<file path="src/xtea_pkg.sv">
// Shared types, constants and helper functions for the XTEA pipeline.
`timescale 1ns / 1ps
`default_nettype none

package xtea_pkg;

	localparam int WORD_W = 32;
	localparam int KEY_WORDS = 4;
	localparam int CFG_IDX_W = 2;
	localparam logic [WORD_W-1:0] DELTA = 32'h9E3779B9;

	// Configuration register indexes
	localparam logic [CFG_IDX_W-1:0] REG_KEY0 = 2'd0;
	localparam logic [CFG_IDX_W-1:0] REG_KEY1 = 2'd1;
	localparam logic [CFG_IDX_W-1:0] REG_KEY2 = 2'd2;
	localparam logic [CFG_IDX_W-1:0] REG_KEY3 = 2'd3;

	typedef logic [WORD_W-1:0] word_t;
	typedef word_t [KEY_WORDS-1:0] key_t;

	// One item in flight between two half-round stages
	typedef struct packed {
		logic  valid;
		logic  dec;
		word_t left;
		word_t right;
	} stage_t;

	// Round sum after n additions of the delta, modulo 2^32
	function automatic word_t acc_at(input int n);
		logic [63:0] prod;
		prod = 64'(n) * 64'(DELTA);
		return prod[WORD_W-1:0];
	endfunction

	// Shift-xor-add mixing of one word
	function automatic word_t mix_word(input word_t w);
		return ((w << 4) ^ (w >> 5)) + w;
	endfunction

endpackage

`default_nettype wire

</file>
<file path="src/xtea_key_regs.sv">
// Key register file written through the configuration channel.
`timescale 1ns / 1ps
`default_nettype none

module xtea_key_regs
	import xtea_pkg::*;
(
	input  wire logic                 clk,
	input  wire logic                 arst_n,
	input  wire logic                 cfg_valid,
	output logic                      cfg_ready,
	input  wire logic [CFG_IDX_W-1:0] cfg_index,
	input  wire word_t                cfg_data,
	output key_t                      key
);

	key_t key_q;

	// Always take a write
	assign cfg_ready = 1'b1;
	assign key = key_q;

	// Store the addressed key word
	always_ff @(posedge clk or negedge arst_n) begin
		if (!arst_n) begin
			key_q <= '0;
		end else if (cfg_valid) begin
			unique case (cfg_index)
				REG_KEY0: key_q[0] <= cfg_data;
				REG_KEY1: key_q[1] <= cfg_data;
				REG_KEY2: key_q[2] <= cfg_data;
				REG_KEY3: key_q[3] <= cfg_data;
				default: key_q <= key_q;
			endcase
		end
	end

endmodule

`default_nettype wire

</file>
<file path="config.mk">
export PLATFORM = sky130hd
export DESIGN_NAME = xtea_key_regs
export DESIGN_NICKNAME = d
export VERILOG_FILES = /design/src/xtea_pkg.sv /design/src/xtea_key_regs.sv
export SDC_FILE = /design/constraint.sdc
export NUM_CORES = 1
export LEC_CHECK = 0
export ABC_CLOCK_PERIOD_IN_PS = 800
export BUFFER_PORTS_ARGS = -buffer_cell sky130_fd_sc_hd__buf_2
export CAP_MARGIN = 20
export CORE_MARGIN = 5
export CORE_UTILIZATION = 35
export DETAILED_ROUTE_END_ITERATION = 8
export PLACE_DENSITY_LB_ADDON = 0.25
export SLEW_MARGIN = 20
export SYNTH_ARGS = -nofsm -noshare
export SYNTH_HDL_FRONTEND = slang
export SYNTH_SLANG_ARGS = --single-unit
</file>
<file path="constraint.sdc">
create_clock -name clk -period 0.8 [get_ports clk]
set_input_delay 0.04 -clock clk [delete_from_list [all_inputs] [get_ports clk]]
set_output_delay 0.04 -clock clk [all_outputs]
set_load 0.05 [all_outputs]
</file>
# [Word level (Yosys, flattened, before mapping)]
# Index checks and enable logic that the tools add are counted.
[totals] reg_bits=128 latch_bits=0 ramBits=0 rom_bits=0 in_bits=37 out_inout_bits=129 mem_count=0
[classes] add_sub_neg=0 multipliers=0 n_div=0 order_cmp=0 n_eq_ne=3 shifts=0 mux=0 bitwise=0 n_reduce_logical=5
[ops] operator="AND reduction 2 bit" count=4
[ops] operator="equality test 2 bit, second input constant" count=2
[ops] operator="equality test 2 x 1 -> 1 bit, second input constant" count=1
[ops] operator="logical NOT 2 bit" count=1

# [Longest topological paths before layout]
[logic_depth] ltp_word=2 depth_mapped=3 ltp_nobuf=2

# [Least setup slack after synthesis]
# Ideal clock, no wire load.
[synth_path] kind="reg2reg" from="register key[28] (netlist name)" to="register key_q, in the netlist key[28]" t_arrival_ns=0.882 setup_slack_ns=-0.209 path_stages_with_launch=2 n_path_buf=0 cell_sequence="dfrtp_1 > mux2_1"
[synth_rtl] element="end signal, assigned" line_no="xtea_key_regs.sv:33" source="default: key_q <= key_q;"
[synth_rtl] element="end, declared" line_no="xtea_key_regs.sv:17" source="key_t key_q;"

# [Final worst setup path]
[layout_path] from="register key_q, in the netlist key[28]" to="output key[28] (netlist bit)"
[layout_rtl] element="end, declared" line_no="xtea_key_regs.sv:14" source="output key_t key"
# No word-level cell between the ends.

==> impl_metrics.tcl <==
set metrics [dict create \
    cts.htree.levels 4 \
    synthFlopType "dfrtp_1" \
    ys_seq_area_share_pct 67.4 \
    synth_most_common_cell "dfrtp_1" \
    grt_pass1_wl_mm 20.2 \
    rsz0062_at_grt "true" \
    whs_ps 191 \
    root_buffer "clkbuf_16" \
    vias_per_cell 4.60 \
    ant_nets 0 \
    die_w_um 127 \
    fin_nets 539 \
    synth_simple_gate_area_share_pct 0.684 \
    largest_register_ffs 128 \
    peakVddDrop_mv 1.88 \
    synth_top_family_by_area "multiplexers" \
    async_reset_ff_share_pct 100 \
    cts_sinks 128 \
    wl_per_cell_um 18.5 \
    outcome "finished with violations" \
    power.density_nw_per_um2 3220 \
    area_growth_pct 73.6 \
    synthMuxAreaShare_pct 30.3 \
    ys_ff_latch 128 \
    slowest_delay_ps 400 \
    cts_buffers 17 \
    clockBufferDepth 2 \
    drv_slew 0 \
    cp.required_ps 760 \
    antenna_found_initial 0 \
    fin_cells 689 \
    crit_fanout 2 \
    fin_ws_ps -302 \
    power.total_uw 26600 \
    synthDistinctLibCells 9 \
    firstDrtPassIters 4 \
    leakage_uw 0.00379 \
    wirelength_mm 12.7 \
    synthTopCellsByCount "dfrtp_1, mux2_2, buf_2" \
    port-buffer-count 164 \
    cp-end-kind "output pin" \
    place_hpwl_mm 8.10 \
    hold_class "input pin to async pin" \
    synthAdderAreaFrac_pct 0 \
    max_freq_ghz 0.908 \
    syn_inst 274 \
    grt_pass1_vias 3687 \
    hold_violations 0 \
    setup_viol 144 \
    setup.worst_path.start_class "register" \
    drive_gt1_share_pct 92.2 \
    die_area_um2 16000 \
    cpMaxStageDelayCell "dfrtp_2" \
    rows 42 \
    synth_area_um2 4760 \
    synth_top_cells_by_area "dfrtp_1, mux2_2, buf_2" \
    clkTransAtPathRegs_ps 50 \
    grt_usage_pct 16.2 \
    path_class "register to output pin" \
    fill_cells 935 \
    grt_overflow 0 \
    avgSynthCellArea_um2 17.4 \
    grt_max_degree 65 \
    synth-compound-area-share_pct 0 \
    violations "setup timing" \
    dp.cells 612 \
    vias 3167 \
    finalClockSkew_ps 0 \
    synth_edf_count 0 \
    finalCriticalPeriod_ps 1100 \
    n_antenna_cell 0 \
    drcViolationCount 0 \
    gp_congestion 0.679 \
    postLayoutCoreUtil_pct 62.1 \
    arrival_ps 1060 \
    clk_latency_ps 400 \
    yosysWarningCount 0 \
    dr.first_iter.drc_count 125 \
    path_cells "buf_6, buf_8" \
    cts_tree "built" \
    synth_nets 311 \
    initial_core_util_pct 35.8 \
    die_y_um 127 \
    yosys.area.top_type "dfrtp_1" \
    yosysTopAreaCellShare_pct 67.4 \
    io_pins 166 \
    synthXorXnorAreaFrac_pct 0 \
    core_um2 13300 \
    period_share_pct 138 \
    maxCapViolCount 0 \
]
-- power breakdown --
group	switching [uW]	internal, uW	total [uW]
Sequential	1020	7950	8970
Clock	2580	4940	7520
Combinational	5840	4230	10100
Total	9440	17100	26600
-- repair_timing --
| item | in CTS | in global routing |
|---|---|---|
| pin swaps | 0 | 0 |
| gates resized for setup | 275 | 52 |
| buffers inserted | 7 | 6 |
| hold buffers | 34 | 0 |
| endpoints found under the hold margin | 256 | 0 |
| endpoints found under the setup margin | 128 | 193 |
-- cells in the final DEF, fill, tap and decap left out, drive strengths merged, types with 2 or more instances in the layout --
cell | Yosys | layout
buf | 13 | 188
dlygate4sd3 | 0 | 34
bufinv | 0 | 2
clkinv | 0 | 4
nand3b | 2 | 2
clkbuf | 0 | 24
mux2 | 128 | 128
dfrtp | 128 | 128
-- cells by family (layout without fill, tap and decap cells) --
group         count (synthesis)  count (layout)
buf+inv                      13             252
flops                       128             128
mux                         128             128
other cells                   1               1
simple gates                  4               4
-- stage by stage --
stage / setup TNS (ps) / area, um^2 / setup slack (ps)
after floorplan: -15310 / 5000 / -170
after global placement: -36560 / 6170 / -358
after detailed placement: -37940 / 6170 / -401
after CTS: -30630 / 8020 / -331
after global routing: -33580 / 8260 / -345
final: -27840 / 8260 / -302
-- per-layer routing --
| layer | wire, um | GRT usage [%] | vias up |
|---|---|---|---|
| met4 | 184 | 5.49 | 0 |
| met2 | 6550 | 28.1 | 101 |
| met5 | 0 | 0 | - |
| met1 | 5080 | 18.1 | 1619 |
| li1 | - | - | 1428 |
| met3 | 919 | 6.52 | 19 |
-- worst max-delay path, delay by kind of cell (launching register included) --
family,cells,cell delay (ps)
DFF,1,400
buffers and inverters,2,260
-- area by class of cell --
type,instances,area (um^2),area share [%]
sequential,128,3360,40.7
timing repair buffer,222,2350,28.5
multi-input combinational,133,1740,21.0
clock buffer,24,502,6.08
tap,176,220,2.67
clock inverter,6,80.1,0.970
-- path summary, 6_finish.rpt --
| check | from | endpoint | slack [ps] | cells past startpoint |
|---|---|---|---|---|
| max in group asynchronous | arst_n | key[117]$_DFFE_PN0P_ | 90 | 3 |
| max reg2reg | key[25]$_DFFE_PN0P_ | key[25]$_DFFE_PN0P_ | -110 | 2 |
| min in group clk | cfg_index[1] | key[30]$_DFFE_PN0P_ | 270 | 4 |
| min reg2reg | key[28]$_DFFE_PN0P_ | key[28]$_DFFE_PN0P_ | 510 | 1 |
| min | arst_n | key[113]$_DFFE_PN0P_ | 190 | 3 |
| max | key[28]$_DFFE_PN0P_ | key[28] | -300 | 2 |
Power figures use the tool's default switching activity.
