$ cat config.mk
export PLATFORM = sky130hd
export DESIGN_NAME = xtea_half_round
export DESIGN_NICKNAME = d
export VERILOG_FILES = /design/src/xtea_pkg.sv /design/src/xtea_half_round.sv
export SDC_FILE = /design/constraint.sdc
export NUM_CORES = 1
export LEC_CHECK = 0
export BUFFER_PORTS_ARGS = -buffer_cell sky130_fd_sc_hd__buf_2
export CORE_ASPECT_RATIO = 1.75
export CORE_MARGIN = 3
export CORE_UTILIZATION = 48
export CTS_BUF_LIST = sky130_fd_sc_hd__clkbuf_8
export CTS_CLUSTER_SIZE = 10
export DETAILED_ROUTE_END_ITERATION = 7
export GPL_TIMING_DRIVEN = 0
export PLACE_DENSITY = 0.79
export SLEW_MARGIN = 20
export SYNTH_ARGS = -nofsm -noshare
export SYNTH_HDL_FRONTEND = slang
export SYNTH_SLANG_ARGS = --single-unit
$ cat constraint.sdc
create_clock -name clk -period 0.8 [get_ports clk]
set_clock_uncertainty 0.05 [all_clocks]
set_input_delay 0.04 -clock clk [delete_from_list [all_inputs] [get_ports clk]]
set_output_delay 0.04 -clock clk [all_outputs]
set_load 0.05 [all_outputs]
$ cat src/xtea_pkg.sv
// Shared types, constants and helper functions for the XTEA pipeline.
`timescale 1ns / 1ps
`default_nettype none

package xtea_pkg;

	localparam int WORD_W = 32;
	localparam int KEY_WORDS = 4;
	localparam int CFG_IDX_W = 2;
	localparam logic [WORD_W-1:0] DELTA = 32'h9E3779B9;

	// Configuration register indexes
	localparam logic [CFG_IDX_W-1:0] REG_KEY0 = 2'd0;
	localparam logic [CFG_IDX_W-1:0] REG_KEY1 = 2'd1;
	localparam logic [CFG_IDX_W-1:0] REG_KEY2 = 2'd2;
	localparam logic [CFG_IDX_W-1:0] REG_KEY3 = 2'd3;

	typedef logic [WORD_W-1:0] word_t;
	typedef word_t [KEY_WORDS-1:0] key_t;

	// One item in flight between two half-round stages
	typedef struct packed {
		logic  valid;
		logic  dec;
		word_t left;
		word_t right;
	} stage_t;

	// Round sum after n additions of the delta, modulo 2^32
	function automatic word_t acc_at(input int n);
		logic [63:0] prod;
		prod = 64'(n) * 64'(DELTA);
		return prod[WORD_W-1:0];
	endfunction

	// Shift-xor-add mixing of one word
	function automatic word_t mix_word(input word_t w);
		return ((w << 4) ^ (w >> 5)) + w;
	endfunction

endpackage

`default_nettype wire

$ cat src/xtea_half_round.sv
// One registered XTEA half-round serving both encryption and decryption.
`timescale 1ns / 1ps
`default_nettype none

module xtea_half_round
	import xtea_pkg::*;
#(
	parameter bit    ODD   = 1'b0,
	parameter word_t ACC_E = '0,
	parameter word_t ACC_D = '0
) (
	input  wire logic   clk,
	input  wire logic   arst_n,
	input  wire key_t   key,
	input  wire stage_t stage_in,
	output stage_t      stage_out
);

	// Key word selection is fixed per stage and direction
	localparam logic [1:0] SEL_E = ODD ? ACC_E[12:11] : ACC_E[1:0];
	localparam logic [1:0] SEL_D = ODD ? ACC_D[1:0] : ACC_D[12:11];

	logic   valid_s1;
	logic   dec_s1;
	word_t  left_s1;
	word_t  right_s1;
	logic   upd_left;
	word_t  src;
	word_t  mixed;
	word_t  acc_sel;
	word_t  key_sel;
	word_t  tweak;
	word_t  target;
	word_t  updated;

	// Pick the word to update and form the round term
	always_comb begin
		upd_left = (stage_in.dec == ODD);
		src      = upd_left ? stage_in.right : stage_in.left;
		target   = upd_left ? stage_in.left : stage_in.right;
		mixed    = mix_word(src);
		acc_sel  = stage_in.dec ? ACC_D : ACC_E;
		key_sel  = stage_in.dec ? key[SEL_D] : key[SEL_E];
		tweak    = mixed ^ (acc_sel + key_sel);
		updated  = stage_in.dec ? (target - tweak) : (target + tweak);
	end

	// Advance valid under reset
	always_ff @(posedge clk or negedge arst_n) begin
		if (!arst_n) begin
			valid_s1 <= 1'b0;
		end else begin
			valid_s1 <= stage_in.valid;
		end
	end

	// Advance payload
	always_ff @(posedge clk) begin
		dec_s1   <= stage_in.dec;
		left_s1  <= upd_left ? updated : stage_in.left;
		right_s1 <= upd_left ? stage_in.right : updated;
	end

	assign stage_out = '{valid: valid_s1, dec: dec_s1, left: left_s1, right: right_s1};

endmodule

`default_nettype wire

---- After elaboration in Yosys (flattened, before gate mapping) ----
Cells that the tools add are included.
word-level totals
  memories kept ........................... 0
  input bits .............................. 196
  output and inout port bits .............. 66
  ROM bits ................................ 0
  memory bits (writable) .................. 0
  bits in registers ....................... 66
  bits in latches ......................... 0
cells by class
  shift-type cells ........................ 0
  bitwise logic cells ..................... 2
  $mul .................................... 0
  multiplexer cells ....................... 5
  equality and inequality tests ........... 0
  $add $sub $neg .......................... 3
  magnitude comparators ................... 0
  reductions and logical operators ........ 0
  divide/modulo/power cells ............... 0
operator list
  operator        count
  $mux 32         5
  $add 32x32->32  2
  $sub 32x32->32  1
  $xor 32x27->32  1
  $xor 32x32->32  1

---- Depth between registers and ports, before layout ----
  depth in word-level cells ............... 7
  gate-level depth with buffers ........... 31

---- Worst setup path after synthesis ----
Ideal clock, no wire load.
  kind .................................... input to register
  from .................................... in stage_in[64] (netlist bit)
  to ...................................... reg left_s1[31]
  path buffers ............................ 4
  setup slack ............................. -5.384 ns
  data arrival time ....................... 6.050 ns
  stages on the path ...................... 28
  cell sequence ........................... clkbuf_1 buf_1 clkbuf_1 mux2i_1 xnor2_1 ha_1 clkbuf_1 a21oi_1 o221ai_1 a21o_1 a221oi_1 xnor2_1 nor4_1 and2_1 a31oi_1 xnor2_1 ha_1 a21o_1 a21o_1 a211o_1 a21oi_1 o31ai_1 a41o_1 o21ai_0 o21ai_0 xnor2_1 and4_1 o31ai_2
between the ends
  longest elaborated chain between the ends .. 7
  elaborated cells between the ends (all ways) .. 9
  those cells by class .................... add/sub (3); mux (4); bitwise (2)
ends and longest elaborated chain
  element                                                  line                   text
  start, declared                                          xtea_half_round.sv:15  input wire stage_t stage_in,
  $mux 32                                                  xtea_half_round.sv:39  src = upd_left ? stage_in.right : stage_in.left;
  $xor 32x27->32                                           xtea_pkg.sv:38         return ((w << 4) ^ (w >> 5)) + w;
  $add 32x32->32                                           xtea_pkg.sv:38
  $xor 32x32->32                                           xtea_half_round.sv:44  tweak = mixed ^ (acc_sel + key_sel);
  $add 32x32->32 / $sub 32x32->32 (equally long branches)  xtea_half_round.sv:45  updated = stage_in.dec ? (target - tweak) : (target + tweak);
  $mux 32                                                  xtea_half_round.sv:45
  $mux 32 *                                                xtea_half_round.sv:60  left_s1 <= upd_left ? updated : stage_in.left;
  end signal, assigned                                     xtea_half_round.sv:60
  end, declared                                            xtea_half_round.sv:25  word_t left_s1;
Mark *: on every way between the ends. The rest lies on a longest branch, timed or not.

---- Worst setup path after layout ----
  from .................................... in stage_in[64] (netlist bit)
  to ...................................... reg right_s1[30]
between the ends
  longest elaborated chain between the ends .. 7
  elaborated cells between the ends (all ways) .. 9
  those cells by class .................... add/sub (3); mux (4); bitwise (2)
ends and longest elaborated chain
  element                                                  line                   text
  $mux 32                                                  xtea_half_round.sv:39
  $xor 32x27->32                                           xtea_pkg.sv:38
  $add 32x32->32                                           xtea_pkg.sv:38
  $xor 32x32->32                                           xtea_half_round.sv:44
  $add 32x32->32 / $sub 32x32->32 (equally long branches)  xtea_half_round.sv:45
  $mux 32                                                  xtea_half_round.sv:45
  $mux 32 *                                                xtea_half_round.sv:61  right_s1 <= upd_left ? stage_in.right : updated;
  end signal, assigned                                     xtea_half_round.sv:61
  end, declared                                            xtea_half_round.sv:26  word_t right_s1;
Marks and branches as above.

==> results.tsv <==
stage	metric	value	unit
clock_tree	cts_sinks	66	
routing	vias	10400	
routing	wl_met1	12.3	mm
clock_tree	htree_num_levels	3	
global_route	grt_pass1_vias	9771	
timing	period_minus_slack	6.09	ns
min_path	worst_hold_path_type	in -> reg	
worst_setup_path	cp_top_family	compound AO/OA/AOI/OAI gates	
synth	synth_compound_area_share	23.9	%
final_layout	drive_above_1_share	49.1	%
die	dieArea	17400	µm²
power	pwr-share-comb	80.6	%
min_path	worstHoldStart	stage_in[60]	
worst_setup_path	critical_path_required	1.04	ns
place	gp_congestion	0.987	
synth	syn_nets	1241	
timing	tns	-266.80	ns
power	swShare	52.2	%
die	initial_core_util	49.2	%
routing	wl_met2	18.9	mm
die	core_area	15500	µm²
routing	top_layer_used	met4	
power	p_leak	5.49	nW
routing	routed_wl	42.4	mm
global_route	grt_pass1_wl	54.3	mm
global_route	antenna_found_initial	1	
job	maxCapViolCount	0	
power	share_seq_of_total_power	12.7	%
worst_setup_path	path_max_fanout	11	
synth	syn_avg_cell_area	7.78	µm²
clock_tree	cts_max_path_buffers	2	
timing	setup_ws	-5.29	ns
timing	finalCritPeriodShare	762	%
synth	yosys.area.top_type	dfxtp_1	
timing	slew_violations	0	
routing	wl_met3	5.80	mm
power	p_sw	26.5	mW
final_layout	finalNetCount	1531	
synth	synth_top_cells_by_count	nand2_1, xnor2_1, a21oi_1	
clock_tree	clkTransAtPathRegs	0.08	ns
clock_tree	cts_tree	yes	
clock_tree	ctsHoldBuffers	17	
synth	yosys.area_share.simple	19.5	%
final_layout	area_growth	64.3	%
clock_tree	root_buffer	clkbuf_8	
power	power.internal	24.3	mW
global_route	grt_max_degree	13	
timing	slew_headroom	31.2	%
synth	synthTopCellsByArea	dfxtp_1, ha_1, xnor2_1, xor2_1, mux2_2	
die	io_pins	262	
routing	routedWlPerCell	29.1	µm
synth	synth_enable_flop_cells	0	
place	place_inst	1328	
status	failed_checks	design-rule violations, negative hold slack, negative setup slack	
routing	post_drt_via_cell_ratio	7.11	
timing	final-setup-viol-count	130	
worst_setup_path	startpoint_type	primary input	
synth	synth.area.mux_share	6.66	%
power	p_per_area	4070	nW/µm²
synth	synth_top_family_by_area	compound AO/OA/AOI/OAI gates	
synth	synth_top_area_share	17.1	%
global_route	grt_usage	41.3	%
routing	dr.first_iter.drc_count	1544	
timing	rsz0062_at_grt	yes	
power	finalPower	50.9	mW
synth	ys.flop_type	dfxtp_1	
final_layout	diodes	0	
worst_setup_path	crit_buf_inv	8	
die	die_x	101	µm
synth	ys_warn_count	0	
routing	drtAntennaViolNets	0	
timing	hold_viol_final	29	
place	dp_hpwl	23.2	mm
die	die_h	172	µm
synth	yosysSeqAreaShare	17.4	%
global_route	grt-ovfl-total	0	
place	portBuffers	165	
synth	async_flop_share	1.52	%
synth	yosysMostFrequentCell	nand2_1	
status	status	finished, violations left	
timing	worst_slew_pin_slew	1.03	ns
worst_setup_path	slowest_stage	a2111o_1	
final_layout	fin_cells	1458	
min_path	min_path_cells	3	
synth	syn-instance-count	977	
worst_setup_path	path_class	in -> reg	
min_path	min_to	left_s1[28]$_DFF_P_	
synth	syn-cell-area	7600	µm²
worst_setup_path	max_stage_delay	0.55	ns
power	p_clk_share	6.8	%
die	placementRows	60	
worst_setup_path	endpoint_kind	register	
power	vdd_drop_max	2.94	mV
timing	holdWs	-0.152	ns
worst_setup_path	cp.arrival	6.33	ns
synth	synthAdderAreaFrac	11.4	%
clock_tree	cts_buffers	9	
synth	synth-xor-area-share	17.3	%
routing	dr.pass1.iters	8	
timing	max_freq	164	MHz
synth	synth-seq-cells	66	
routing	route.detailed.drc	18	
synth	synth_cell_types	72	
==> sequential cells by signal, indices dropped and copies added (netlist names) <==
name      cells
left_s1      32
right_s1     32
dec_s1        1
valid_s1      1
==> worst max-delay path by stage <==
stage / startpoint / to / depth (start not counted)
after global placement: stage_in[64] / left_s1[31]$_DFF_P_ / 30
after floorplan: stage_in[64] / left_s1[31]$_DFF_P_ / 30
after detailed placement: stage_in[64] / left_s1[31]$_DFF_P_ / 30
after CTS: stage_in[64] / left_s1[31]$_DFF_P_ / 29
after global routing: stage_in[64] / left_s1[28]$_DFF_P_ / 31
final: stage_in[64] / right_s1[30]$_DFF_P_ / 27
==> per-layer routing <==
layer	GRT usage [%]	vias up
met5	1.18	-
met3	13.6	507
li1	-	4077
met4	36.2	0
met2	69.8	1075
met1	38.9	4703
==> power by group through the flow <==
stage / Sequential (mW) / Combinational [mW] / Clock [mW]
global route: 6.49 / 42.1 / 3.40
finish: 6.44 / 41.0 / 3.44
detailed placement: 5.34 / 25.2 / 0
floorplan: 10.9 / 13.8 / 0
global placement: 5.35 / 24.9 / 0
CTS: 6.26 / 33.5 / 3.22
==> placed cells by master (no fill, tap or decap), types with 9 or more instances in the layout <==
| master | n |
|---|---|
| dlygate4sd3_1 | 17 |
| buf_4 | 83 |
| buf_6 | 23 |
| xnor2_1 | 50 |
| clkbuf_8 | 15 |
| clkbuf_1 | 9 |
| mux2_2 | 34 |
| xor2_1 | 40 |
| a21oi_2 | 21 |
| buf_2 | 99 |
| nor2b_1 | 17 |
| o21a_1 | 11 |
| a31oi_1 | 10 |
| nand2b_1 | 11 |
| buf_8 | 68 |
| ha_4 | 15 |
| inv_1 | 32 |
| nor2_1 | 57 |
| dfxtp_2 | 65 |
| nand2_1 | 84 |
| and2_1 | 12 |
| xnor2_4 | 13 |
| o21ai_1 | 35 |
| o21bai_1 | 14 |
| a21oi_1 | 41 |
| a21oi_4 | 14 |
| o21ai_0 | 17 |
| a21o_1 | 32 |
| o21ai_2 | 9 |
| xnor2_2 | 22 |
| ha_1 | 44 |
| nand2_2 | 10 |
| nand3_1 | 14 |
==> cells by family (layout without fill, tap and decap cells) <==
logic type	Yosys count	in the layout
adder cells (fa/ha/maj)	68	68
multiplexers	46	46
AND/OR/NAND/NOR	299	299
buffers and inverters	75	370
XOR/XNOR	140	140
flip-flops	66	66
AO/OA/AOI/OAI	283	283
==> final cells by class <==
cell class	count	area, µm²
multi-input combinational	836	7600
fill	795	2970
timing repair buffer	285	2530
sequential	66	1410
buffer	35	379
tap	186	233
inverter	34	130
clock buffer	9	124
clock inverter	7	93.8
==> through the flow <==
stage	cell area [µm²]	utilization (%)	worst slack, ns
floorplan	8200	-	-4.38
global placement	9250	59.8	-5.64
detailed placement	9250	59.8	-5.67
CTS	11600	75.3	-4.62
global route	12500	80.8	-5.65
finish	12500	80.8	-5.29
==> timing repair <==
action                                  in CTS  in global routing
gates cloned                                 0                  1
pin swaps                                   74                 69
gates resized for setup                    391                143
buffers inserted                            83                 32
endpoints found under the hold margin       50                 31
endpoints found under the setup margin     130                130
No activity file was read; power rests on OpenSTA's default activity.
